File: src/rtl/core/tse_pkg.sv
// Package for the TLS server name extractor: channel item types, parse phases
// and protocol constants. No dependencies; imported by tls_sni_extract_top.
package tse_pkg;

   localparam int NAME_MAX = 63;

   localparam logic [5:0]  NO_POS          = 6'(NAME_MAX);
   localparam logic [16:0] PACKET_SAT      = 17'd65536;

   localparam logic [16:0] OFF_TYPE        = 17'd0;
   localparam logic [16:0] OFF_VERSION     = 17'd2;
   localparam logic [16:0] OFF_RECORD_LEN  = 17'd4;
   localparam logic [16:0] OFF_HS_TYPE     = 17'd5;
   localparam logic [16:0] OFF_HS_LEN      = 17'd8;

   localparam logic [24:0] RECORD_HDR_LEN  = 25'd5;
   localparam logic [24:0] HS_HDR_END      = 25'd9;
   localparam logic [17:0] HELLO_FIXED_END = 18'd43;

   localparam logic [7:0]  TYPE_HANDSHAKE  = 8'd22;
   localparam logic [15:0] MIN_VERSION     = 16'h0301;
   localparam logic [7:0]  HS_CLIENT_HELLO = 8'd1;
   localparam logic [15:0] EXT_SERVER_NAME = 16'h0000;
   localparam logic [7:0]  NAME_HOST       = 8'h00;
   localparam logic [7:0]  DOT_CHAR        = 8'h2E;

   typedef enum logic [3:0] {
      PH_HDR,
      PH_SID,
      PH_CS,
      PH_CM,
      PH_EXTLEN,
      PH_EXTHDR,
      PH_SN,
      PH_NAME,
      PH_OK,
      PH_DONE
   } phase_type;

   typedef struct packed {
      logic [7:0] data_byte;
      logic       last_byte;
   } req_item_type;

   typedef struct packed {
      logic       found;
      logic [7:0] name_byte;
      logic [5:0] name_length;
      logic       run_last;
   } rsp_item_type;

endpackage

File: src/rtl/core/tls_sni_extract_top.sv
// TLS ClientHello server name extractor: byte parser, name store and result emitter.
// Depends on tse_pkg for item types, parse phases and constants.
//
// Usage:
//   req channel (req_valid/req_stall/req_item): one payload byte per item, last_byte
//   set on the final byte of a packet. Bytes are taken one per cycle unless stalled.
//   rsp channel (rsp_valid/rsp_stall/rsp_item): after each packet, either a run of
//   name bytes (found set, name_length = run length, run_last on the final byte) or
//   a single not-found item with run_last set.
//   csr channel (csr_valid/csr_ready/csr_data): writes name_limit, always ready;
//   write it only while no packet is in flight.
// Result path: job registers, then the read stage (s1), then the output register.
// Throughput: 1 byte per cycle while req_stall is low. A found name is read from
//   the name store one byte per cycle while the output is not stalled, and input is
//   held off until its last byte is issued; a not-found packet holds input off only
//   while the read stage is full. The single read port of the name store sets this.
// Reset: synchronous; clears the parser, drops any pending results and sets
//   name_limit to 63. The name store is not cleared.
// Stall: a stalled result holds in the output register; the emitter and, once it
//   is full, the input wait behind it.
module tls_sni_extract_top
   import tse_pkg::*;
(
   input  logic         clock,
   input  logic         reset,
   input  logic         req_valid,
   output logic         req_stall,
   input  req_item_type req_item,
   output logic         rsp_valid,
   input  logic         rsp_stall,
   output rsp_item_type rsp_item,
   input  logic         csr_valid,
   output logic         csr_ready,
   input  logic [5:0]   csr_data
);

   function automatic logic [16:0] raise_need(logic [16:0] cur, logic [24:0] want);
      logic [16:0] sat;
      sat = (want > 25'(PACKET_SAT)) ? PACKET_SAT : want[16:0];
      return (sat > cur) ? sat : cur;
   endfunction

   logic [5:0]  name_limit_ff;

   phase_type   phase_ff, phase_in;
   logic [16:0] byte_offset_ff, byte_offset_in;
   logic [31:0] acc_ff, acc_in;
   logic [17:0] nfo_ff, nfo_in;
   logic [17:0] fend_ff, fend_in;
   logic [17:0] ext_end_ff, ext_end_in;
   logic [17:0] name_end_ff, name_end_in;
   logic [16:0] must_ff, must_in;
   logic [5:0]  kept_ff, kept_in;
   logic [5:0]  zpos_ff, zpos_in;
   logic [5:0]  dpos_ff, dpos_in;

   logic [7:0]  name_store_ff [NAME_MAX];
   logic        wr_en;

   logic [7:0]  b;
   logic [17:0] off_ext, at_end, fsum8, fsum16;
   logic [23:0] hdr_acc;
   logic [31:0] fval;
   logic        in_field, field_done, name_in;
   logic [5:0]  keep, copy, run;
   logic        pkt_ok, name_found;

   logic        req_accept, pkt_end;

   logic        job_busy_ff, job_found_ff;
   logic [5:0]  job_len_ff, job_idx_ff;
   logic        s1_valid_ff, s1_found_ff, s1_last_ff;
   logic [5:0]  s1_len_ff;
   logic [7:0]  rd_data_ff;
   logic        rsp_valid_ff;
   rsp_item_type rsp_item_ff;
   logic        s2_free, s1_free, issue, issue_last;

   assign csr_ready = 1'b1;

   assign s2_free    = !rsp_valid_ff || !rsp_stall;
   assign s1_free    = !s1_valid_ff || s2_free;
   assign issue      = job_busy_ff && s1_free;
   assign issue_last = !job_found_ff || (job_idx_ff == job_len_ff - 6'd1);
   assign req_stall  = job_busy_ff && !(issue && issue_last);
   assign req_accept = req_valid && !req_stall;
   assign pkt_end    = req_accept && req_item.last_byte;

   assign b          = req_item.data_byte;
   assign off_ext    = {1'b0, byte_offset_ff};
   assign at_end     = off_ext + 18'd1;
   assign hdr_acc    = {acc_ff[15:0], b};
   assign fval       = {acc_ff[23:0], b};
   assign fsum8      = at_end + {10'd0, fval[7:0]};
   assign fsum16     = at_end + {2'd0, fval[15:0]};
   assign in_field   = (off_ext >= nfo_ff) && (off_ext < fend_ff);
   assign field_done = (at_end == fend_ff);
   assign name_in    = (off_ext >= nfo_ff) && (off_ext < name_end_ff) && (kept_ff < NO_POS);
   assign keep       = (fval[15:0] < 16'(NAME_MAX)) ? fval[5:0] : NO_POS;

   always_comb begin
      phase_in       = phase_ff;
      byte_offset_in = byte_offset_ff;
      acc_in         = acc_ff;
      nfo_in         = nfo_ff;
      fend_in        = fend_ff;
      ext_end_in     = ext_end_ff;
      name_end_in    = name_end_ff;
      must_in        = must_ff;
      kept_in        = kept_ff;
      zpos_in        = zpos_ff;
      dpos_in        = dpos_ff;
      wr_en          = 1'b0;
      if (req_accept && !byte_offset_ff[16]) begin
         byte_offset_in = byte_offset_ff + 17'd1;
         unique case (phase_ff)
            PH_HDR: begin
               acc_in = {8'd0, hdr_acc};
               if (byte_offset_ff == OFF_TYPE && b != TYPE_HANDSHAKE) begin
                  phase_in = PH_DONE;
               end else if (byte_offset_ff == OFF_VERSION && hdr_acc[15:0] < MIN_VERSION) begin
                  phase_in = PH_DONE;
               end else if (byte_offset_ff == OFF_RECORD_LEN) begin
                  must_in = raise_need(must_ff, RECORD_HDR_LEN + 25'(hdr_acc[15:0]));
               end else if (byte_offset_ff == OFF_HS_TYPE && b != HS_CLIENT_HELLO) begin
                  phase_in = PH_DONE;
               end else if (byte_offset_ff == OFF_HS_LEN) begin
                  must_in  = raise_need(must_ff, HS_HDR_END + 25'(hdr_acc));
                  phase_in = PH_SID;
                  nfo_in   = HELLO_FIXED_END;
                  fend_in  = HELLO_FIXED_END + 18'd1;
                  acc_in   = '0;
               end
            end
            PH_SID: begin
               if (in_field) begin
                  acc_in = fval;
                  if (field_done) begin
                     phase_in = PH_CS;
                     nfo_in   = fsum8;
                     fend_in  = fsum8 + 18'd2;
                     acc_in   = '0;
                  end
               end
            end
            PH_CS: begin
               if (in_field) begin
                  acc_in = fval;
                  if (field_done) begin
                     phase_in = PH_CM;
                     nfo_in   = fsum16;
                     fend_in  = fsum16 + 18'd1;
                     acc_in   = '0;
                  end
               end
            end
            PH_CM: begin
               if (in_field) begin
                  acc_in = fval;
                  if (field_done) begin
                     phase_in = PH_EXTLEN;
                     nfo_in   = fsum8;
                     fend_in  = fsum8 + 18'd2;
                     acc_in   = '0;
                  end
               end
            end
            PH_EXTLEN: begin
               if (in_field) begin
                  acc_in = fval;
                  if (field_done) begin
                     ext_end_in = fsum16;
                     acc_in     = '0;
                     if (19'(at_end) + 19'd4 > 19'(fsum16)) begin
                        phase_in = PH_DONE;
                     end else begin
                        phase_in = PH_EXTHDR;
                        nfo_in   = at_end;
                        fend_in  = at_end + 18'd4;
                     end
                  end
               end
            end
            PH_EXTHDR: begin
               if (in_field) begin
                  acc_in = fval;
                  if (field_done) begin
                     acc_in = '0;
                     if (fval[31:16] == EXT_SERVER_NAME && fsum16 <= ext_end_ff) begin
                        if (19'(at_end) + 19'd5 > 19'(ext_end_ff)) begin
                           phase_in = PH_DONE;
                        end else begin
                           must_in  = raise_need(must_ff, 25'(fsum16));
                           phase_in = PH_SN;
                           nfo_in   = at_end;
                           fend_in  = at_end + 18'd5;
                        end
                     end else if (19'(fsum16) + 19'd4 > 19'(ext_end_ff)) begin
                        phase_in = PH_DONE;
                     end else begin
                        phase_in = PH_EXTHDR;
                        nfo_in   = fsum16;
                        fend_in  = fsum16 + 18'd4;
                     end
                  end
               end
            end
            PH_SN: begin
               if (in_field) begin
                  acc_in = fval;
                  if (field_done) begin
                     acc_in = '0;
                     if (fval[23:16] != NAME_HOST || fval[15:0] == 16'd0 ||
                         fsum16 > ext_end_ff) begin
                        phase_in = PH_DONE;
                     end else begin
                        must_in     = raise_need(must_ff, 25'(fsum16));
                        phase_in    = PH_NAME;
                        nfo_in      = at_end;
                        name_end_in = at_end + 18'(keep);
                        kept_in     = '0;
                        zpos_in     = NO_POS;
                        dpos_in     = NO_POS;
                     end
                  end
               end
            end
            PH_NAME: begin
               if (name_in) begin
                  wr_en   = 1'b1;
                  kept_in = kept_ff + 6'd1;
                  if (b == 8'd0 && zpos_ff == NO_POS) begin
                     zpos_in = kept_ff;
                  end
                  if (b == DOT_CHAR && dpos_ff == NO_POS) begin
                     dpos_in = kept_ff;
                  end
                  if (at_end == name_end_ff) begin
                     phase_in = PH_OK;
                  end
               end
            end
            default: begin
            end
         endcase
      end
   end

   always_comb begin
      pkt_ok     = (phase_in == PH_OK) && !byte_offset_in[16] && (must_in <= byte_offset_in);
      copy       = (kept_in < name_limit_ff) ? kept_in : name_limit_ff;
      run        = (copy < zpos_in) ? copy : zpos_in;
      name_found = pkt_ok && (dpos_in < run);
   end

   always_ff @(posedge clock) begin
      if (reset) begin
         name_limit_ff <= NO_POS;
      end else if (csr_valid && csr_ready) begin
         name_limit_ff <= csr_data;
      end
   end

   always_ff @(posedge clock) begin
      if (reset || pkt_end) begin
         phase_ff       <= PH_HDR;
         byte_offset_ff <= '0;
         acc_ff         <= '0;
         nfo_ff         <= '0;
         fend_ff        <= '0;
         ext_end_ff     <= '0;
         name_end_ff    <= '0;
         must_ff        <= '0;
         kept_ff        <= '0;
         zpos_ff        <= NO_POS;
         dpos_ff        <= NO_POS;
      end else begin
         phase_ff       <= phase_in;
         byte_offset_ff <= byte_offset_in;
         acc_ff         <= acc_in;
         nfo_ff         <= nfo_in;
         fend_ff        <= fend_in;
         ext_end_ff     <= ext_end_in;
         name_end_ff    <= name_end_in;
         must_ff        <= must_in;
         kept_ff        <= kept_in;
         zpos_ff        <= zpos_in;
         dpos_ff        <= dpos_in;
      end
   end

   always_ff @(posedge clock) begin
      if (wr_en) begin
         name_store_ff[kept_ff] <= b;
      end
      if (issue && job_found_ff) begin
         rd_data_ff <= name_store_ff[job_idx_ff];
      end
   end

   always_ff @(posedge clock) begin
      if (reset) begin
         job_busy_ff <= 1'b0;
         s1_valid_ff <= 1'b0;
         rsp_valid_ff <= 1'b0;
      end else begin
         if (pkt_end) begin
            job_busy_ff <= 1'b1;
         end else if (issue && issue_last) begin
            job_busy_ff <= 1'b0;
         end
         if (issue) begin
            s1_valid_ff <= 1'b1;
         end else if (s2_free) begin
            s1_valid_ff <= 1'b0;
         end
         if (s2_free) begin
            rsp_valid_ff <= s1_valid_ff;
         end
      end
   end

   always_ff @(posedge clock) begin
      if (pkt_end) begin
         job_found_ff <= name_found;
         job_len_ff   <= name_found ? run : 6'd0;
         job_idx_ff   <= '0;
      end else if (issue) begin
         job_idx_ff   <= job_idx_ff + 6'd1;
      end
      if (issue) begin
         s1_found_ff <= job_found_ff;
         s1_last_ff  <= issue_last;
         s1_len_ff   <= job_len_ff;
      end
      if (s2_free) begin
         rsp_item_ff.found       <= s1_found_ff;
         rsp_item_ff.name_byte   <= s1_found_ff ? rd_data_ff : 8'd0;
         rsp_item_ff.name_length <= s1_found_ff ? s1_len_ff : 6'd0;
         rsp_item_ff.run_last    <= s1_last_ff;
      end
   end

   assign rsp_valid = rsp_valid_ff;
   assign rsp_item  = rsp_item_ff;

endmodule

File: config.mk
export PLATFORM = sky130hd
export DESIGN_NAME = tls_sni_extract_top
export DESIGN_NICKNAME = d
export VERILOG_FILES = /design/src/rtl/core/tse_pkg.sv /design/src/rtl/core/tls_sni_extract_top.sv
export SDC_FILE = /design/constraint.sdc
export NUM_CORES = 2
export LEC_CHECK = 0
export BUFFER_PORTS_ARGS = -buffer_cell sky130_fd_sc_hd__buf_4
export CELL_PAD_IN_SITES_DETAIL_PLACEMENT = 0
export CELL_PAD_IN_SITES_GLOBAL_PLACEMENT = 1
export CORE_MARGIN = 2
export CORE_UTILIZATION = 39
export DETAILED_ROUTE_END_ITERATION = 12
export PLACE_DENSITY = 0.63
export REMOVE_ABC_BUFFERS = 1
export SLEW_MARGIN = 20
export SYNTH_ARGS = -nofsm -noshare
export SYNTH_HDL_FRONTEND = slang
export SYNTH_SLANG_ARGS = --single-unit
File: constraint.sdc
create_clock -name clock -period 10.05 [get_ports clock]
set_input_delay 1.005 -clock clock [delete_from_list [all_inputs] [get_ports clock]]
set_output_delay 1.005 -clock clock [all_outputs]
set_load 0.005 [all_outputs]
-- After elaboration in Yosys (flattened, before gate mapping)
Memory sizes are Yosys's and may differ from the RTL's. A register that Yosys moved wholly into a read port is not among the register bits.
Index checks and enable logic that the tools add are counted.
- $add $sub $neg: 18
- order comparisons: 21
- equality and inequality tests: 40
- muxes and demuxes: 126
- bitwise operators: 1
- reductions and logical operators: 51
- operator list (cell ; count):
    $mux 18 ; 37
    $mux 17 ; 20
    $mux 24 ; 7
    $mux 6 ; 20
    $pmux 18 s6 ; 1
    $mux 4 ; 25
    $pmux 18 s5 ; 1
    $add 18x3->19 const B ; 3
    $gt 19x18->1 ; 3
    $add 18x3->18 const B ; 3
    $gt 17x17->1 ; 3
    $pmux 17 s3 ; 1
    $pmux 24 s2 ; 1
    $eq 18x18->1 ; 2
    $lt 17x18->1 ; 2
    $pmux 6 s2 ; 3
    $eq 17x3->1 const B ; 2
    $logic_not 16->1 ; 2
    $pmux 4 s8 ; 1
    $ne 2x2->1 const B ; 15
    $add 4x24->25 const A ; 1
    $gt 25x17->1 const B ; 1
    $reduce_and 21->1 ; 1
    $logic_and 1x1->1 ; 19
    50 further kinds ; 83
- flip-flop bits (word level): 198
- memory bits (writable): 504
- bits of input ports: 20
- output and inout bits: 19
- logic and storage cells: 283
- memories: 1
- memory list (name ; depth ; bits a word ; read ports ; clocked after Yosys merged registers in ; wr ports ; RTL line ; RTL):
    name_store_ff ; 63 ; 8 ; 1 ; 1 ; 1 ; tls_sni_extract_top.sv:57 ; logic [7:0] name_store_ff [NAME_MAX];

-- Logic depth before layout (Yosys ltp)
- depth in word-level cells: 17
- depth in mapped cells: 50

-- Worst setup path before layout
OpenSTA, ideal clock, no wires.
- path kind: register to register
- start: register byte_offset_ff[1]
- end: register job_len_ff[5] (data pin)
- arrival: 9968 ps
- required time: 9890 ps
- path slack: -78 ps
- stages on the path, launching flop included: 49
- clock period less this slack: 10128 ps
- cell sequence: dfxtp_1 > ha_1 > buf_4 > nand4_1 > nor2_2 > xnor2_1 > clkbuf_1 > inv_1 > ha_1 > nand2_1 > o21ai_0 > or3_1 > o21ai_0 > o31ai_1 > xnor2_1 > clkinv_1 > ha_1 > nand4_1 > (+13 left out) > and2_1 > a21o_1 > ha_1 > a21o_1 > a21o_1 > a21oi_1 > o21ai_0 > o41a_1 > a211o_1 > and2_1 > ha_1 > and4_1 > a21oi_1 > nand4_1 > a21oi_1 > nand4bb_1 > buf_2 > a211oi_2
- cells in the longest elaborated chain, start to end: 15
- elaborated cells between the ends (all ways): 103
- those cells by class: add/sub (6); order compare (14); eq/ne (7); mux (63); reduce/logical (13)
- RTL lines (item ; RTL line ; RTL):
    from (decl) ; tls_sni_extract_top.sv:46 ; logic [16:0] byte_offset_ff, byte_offset_in;
    from (signal assigned) ; tls_sni_extract_top.sv:279 ; byte_offset_ff <= byte_offset_in;
    $add 17x1->18 (*) ; tls_sni_extract_top.sv:91 ; assign at_end = off_ext + 18'd1;
    $add 18x16->18 (*) ; tls_sni_extract_top.sv:95 ; assign fsum16 = at_end + {2'd0, fval[15:0]};
    named net fsum16[16] ; tls_sni_extract_top.sv:61 ; logic [17:0] off_ext, at_end, fsum8, fsum16;
    $gt 18x18->1 (*) ; tls_sni_extract_top.sv:214 ; fsum16 > ext_end_ff) begin
    $logic_or 1x1->1 (*) ; tls_sni_extract_top.sv:213 ; if (fval[23:16] != NAME_HOST || fval[15:0] == 16'd0 ||
    $mux 6 (*) ; tls_sni_extract_top.sv:213 ;
    $mux 6 (*) ; tls_sni_extract_top.sv:211 ; if (field_done) begin
    $mux 6 (*) ; tls_sni_extract_top.sv:209 ; if (in_field) begin
    $pmux 6 s2 (*) ; tls_sni_extract_top.sv:116 ; unique case (phase_ff)
    $mux 6 (*) ; tls_sni_extract_top.sv:114 ; if (req_accept && !byte_offset_ff[16]) begin
    named net kept_in[5] ; tls_sni_extract_top.sv:53 ; logic [5:0] kept_ff, kept_in;
    $lt 6x6->1 ; tls_sni_extract_top.sv:251 ; copy = (kept_in < name_limit_ff) ? kept_in : name_limit_ff;
    $mux 6 (*) ; tls_sni_extract_top.sv:251 ;
    $lt 6x6->1 ; tls_sni_extract_top.sv:252 ; run = (copy < zpos_in) ? copy : zpos_in;
    $mux 6 (*) ; tls_sni_extract_top.sv:252 ;
    $lt 6x6->1 ; tls_sni_extract_top.sv:253 ; name_found = pkt_ok && (dpos_in < run);
    $logic_and 1x1->1 ; tls_sni_extract_top.sv:253 ;
    to (signal assigned) ; tls_sni_extract_top.sv:326 ; job_len_ff <= name_found ? run : 6'd0;
    to (decl) ; tls_sni_extract_top.sv:71 ; logic [5:0] job_len_ff, job_idx_ff;
Mark *: on every way through the listed nets, which the timed path passes. The rest lies on a longest branch.
A chain may end at the register's enable or synchronous reset.

-- Final worst setup path
- start: register byte_offset_ff[0]
- end: register job_len_ff[5] (data pin)
- cells in the longest elaborated chain, start to end: 15
- elaborated cells between the ends (all ways): 103
- those cells by class: add/sub (6); order compare (14); eq/ne (7); mux (63); reduce/logical (13)
- RTL lines (item ; RTL line):
    $add 17x1->18 ; tls_sni_extract_top.sv:91
    $add 18x16->18 ; tls_sni_extract_top.sv:95
    $gt 18x18->1 ; tls_sni_extract_top.sv:214
    $logic_or 1x1->1 ; tls_sni_extract_top.sv:213
    $mux 6 ; tls_sni_extract_top.sv:213
    $mux 6 ; tls_sni_extract_top.sv:211
    $mux 6 ; tls_sni_extract_top.sv:209
    $pmux 6 s2 (*) ; tls_sni_extract_top.sv:116
    $mux 6 (*) ; tls_sni_extract_top.sv:114
    named net kept_in[5] ; tls_sni_extract_top.sv:53
    $lt 6x6->1 ; tls_sni_extract_top.sv:251
    $mux 6 (*) ; tls_sni_extract_top.sv:251
    $lt 6x6->1 ; tls_sni_extract_top.sv:252
    $mux 6 (*) ; tls_sni_extract_top.sv:252
    $lt 6x6->1 ; tls_sni_extract_top.sv:253
    $logic_and 1x1->1 ; tls_sni_extract_top.sv:253
Marked as above.

==> summary.txt <==
Logic synthesis
  • Cell area after synthesis: between 40000 and 50000 um2
  • Synth Area per Inst: 11.4 um2
  • Yosys reg bits: 710
  • Seq/Total Area, Yosys: 49.0%
  • Synth cell types: 101
  • Synth top area share: between 40% and 50%
  • Top cells by area, synth: edfxtp_1 41%, mux4_2 9.0%, dfxtp_1 8.3%
  • Synth top cells by count: 543 x edfxtp_1, 343 x nor2_1, 255 x nand2_1
  • Ys Warns: 0
  • Post-synthesis cell count: 3528
  • Fraction of registers with async set/reset: 0%
  • Most common cell in the synthesized netlist: edfxtp_1
  • Top_reg_cell synth: edfxtp_1
  • Post-synth top area cell: edfxtp_1
  • Post-synth EDFFs: 543

Die
  • Die Y: 325 um
  • Initial core utilization: 39.4%
  • Num ports: 39
  • Die area: around 110000 um2
  • Die width: 325 um
  • # rows: about 120
  • Core footprint: between 100000 and 150000 um2

Setup path
  • WP data required: 10.55 ns
  • CP peak stage delay: roughly 0.43 ns
  • Worst path slowest cell: o41a_1
  • Type of origin of the critical path: register
  • CP arrival: 10.07 ns
  • Crit Path Category: register to register
  • Most used cell, CP: ha_1
  • Worst Path Max Fanout: 7
  • Setup crit end kind: register

Clocking
  • CTS sink cnt: 710
  • Root buf cell: clkbuf_16
  • Clock transition at path regs: around 0.060 ns
  • H-tree depth: 3
  • CTS tree: done
  • CTS Buf Count: 78
  • CTS Buffer Depth: 3
  • Clock latency at the later pin of the worst-skew pair: 0.67 ns

Route
  • Total wire length: 137000 um
  • Post-route DRC: 0
  • Via count: 29.8k
  • Antenna viol nets, final: 0
  • Iteration-0 DRC Markers: between 2k and 3k
  • WL/cell: 26.8 um
  • TritonRoute pass-1 iters: 6
  • Vias per cell: between 5 and 6

Global routing
  • Number of global-route vias before repair: 29.2k
  • First-pass GRT wire length: 201000 um
  • Antenna violations before repair: 0
  • Pin count of the biggest net entering global routing: 108
  • Total track usage: approximately 26%
  • Total grt overflow: 0

STA
  • Final min period: 9.57 ns
  • Final Setup Violations: 0
  • Hold Fails Final Rpt: 0
  • Final setup skew: 0.0417 ns
  • Slew Viols, Final: 0
  • Fmax: 104 MHz
  • Least-Margin Pin Slew: 1.15 ns
  • Period utilization: 95.2%
  • Relative slew margins: around 23%
  • Min Hold Slack: 0.430 ns

Pwr
  • PwrDens: 172 nW/um2
  • Worst vdd ir: 0.000121 V
  • Leak: 16.0 nW
  • Power, Total: 7.85 mW

Layout
  • Fin util: 44.9%
  • Final std cells w/o fill: ~5k
  • Ratio of cells with drive above 1 in the final layout: between 10% and 20%
  • Area Growth Syn to Fin: 14.1%
  • Fin nets: 3939
  • Register area: 19700 um2
  • Area of the multi-input gates: 19200 um2
  • Fillers: 9510

Place
  • Final GP Congestion: 0.967
  • Cell total after placement: approximately 5.0k
  • Post-DP HPWL: between 100000 and 150000 um
  • IO Port Bufs: 37

Run status
  • Outcome: finished clean

Hold path
  • Worst Hold Class: register to register

Job
  • Maxcap violations: 0
==> worst max-delay path: cells and delay by family, from the launching register on <==
family / cells / cell delay, ns
DFF: 1 / 0.34
AOI/OAI and AO/OA: 16 / 3.09
xor gates and xnor gates: 1 / 0.18
adders and majority gates: 6 / 1.71
buffers and inverters: 4 / 0.49
and+or+nand+nor: 19 / 3.61
==> routing by layer <==
| metal | track usage (%) | vias up | wire (um) |
|---|---|---|---|
| li1 | - | 13700 | - |
| met1 | 34.6 | 14800 | 58900 |
| met2 | 41.8 | 1035 | 64500 |
| met3 | 3.60 | 243 | 8230 |
| met4 | 9.29 | 0 | 5220 |
| met5 | 0 | - | 0 |
==> layout by cell type (no fill, tap or decap), types with 33 or more instances in the layout <==
master     instances
a211oi_1          50
a21o_1            45
a21oi_1          162
a22oi_1           39
and2_1            41
and3_1            37
buf_4            238
clkbuf_16         81
dfxtp_1          158
edfxtp_1         543
ha_1             245
inv_1            170
mux4_2           160
nand2_1          255
nand3_1           90
nand4_1           67
nor2_1           340
nor3_1            76
o21ai_0          138
xnor2_1          141
xor2_1            33
==> path summary, 6_finish.rpt <==
kind | slack [ns] | depth (start not counted) | endpoint | from
max reg2reg | 0.48 | 46 | job_len_ff[5]$_SDFFCE_PN0P_ | byte_offset_ff[0]$_SDFF_PP0_
min | 0.43 | 0 | rsp_item[0]$_DFFE_PP_ | s1_last_ff$_DFFE_PP_
max | 0.48 | 46 | job_len_ff[5]$_SDFFCE_PN0P_ | byte_offset_ff[0]$_SDFF_PP0_
min reg2reg | 0.43 | 0 | rsp_item[0]$_DFFE_PP_ | s1_last_ff$_DFFE_PP_
==> metrics by stage <==
step                      cell area (um2)  worst slack, ns  setup TNS (ns)
after global placement              42900         -0.00840        -0.00840
after detailed placement            42900         -0.00926         -0.0120
after floorplan                     39400            -1.60          -10.98
after global routing                45800          -0.0607          -0.202
final                               45800            0.478               0
after CTS                           45600           0.0269               0
==> layout make-up <==
class | instances | area share, %
clock inverter | 53 | 1.30
tap | 1368 | 3.74
clock buffer | 90 | 4.52
inverter | 178 | 1.46
multi-input combinational | 2460 | 42.0
sequential | 710 | 43.0
timing repair buffer | 241 | 4.02
antenna | 1 | 0.00547
==> logic make-up after synthesis <==
kind of cell               count (synthesis)  synth area share (%)
and+or+nand+nor                         1109                  13.6
AOI/OAI and AO/OA                        725                  12.1
DFF                                      710                  49.0
buffers and inverters                    358                  3.51
adders and majority gates                250                  7.84
muxes                                    193                  9.83
xor gates and xnor gates                 182                  4.13
other                                      1               0.00935
==> registers in the layout, indices dropped and copies added (netlist names), 17 cells and up <==
signal,count
name_end_ff,18
acc_ff,24
name_store_ff,504
ext_end_ff,18
must_ff,17
nfo_ff,18
byte_offset_ff,17
fend_ff,18
==> where the power goes <==
part | total [mW] | internal (mW) | switching [mW]
Sequential | 3.26 | 3.19 | 0.0677
Combinational | 1.61 | 0.630 | 0.979
Clock | 2.98 | 1.73 | 1.25
Total | 7.85 | 5.55 | 2.30
==> timing repair <==
item | 4_1_cts | 5_1_grt
gates resized for setup | 1 | 42
setup buffers | 0 | 7
hold buffers | 0 | 0
pin swaps | 0 | 14
endpoints found under the setup margin | 7 | 7
(Power assumes the default switching activity.)
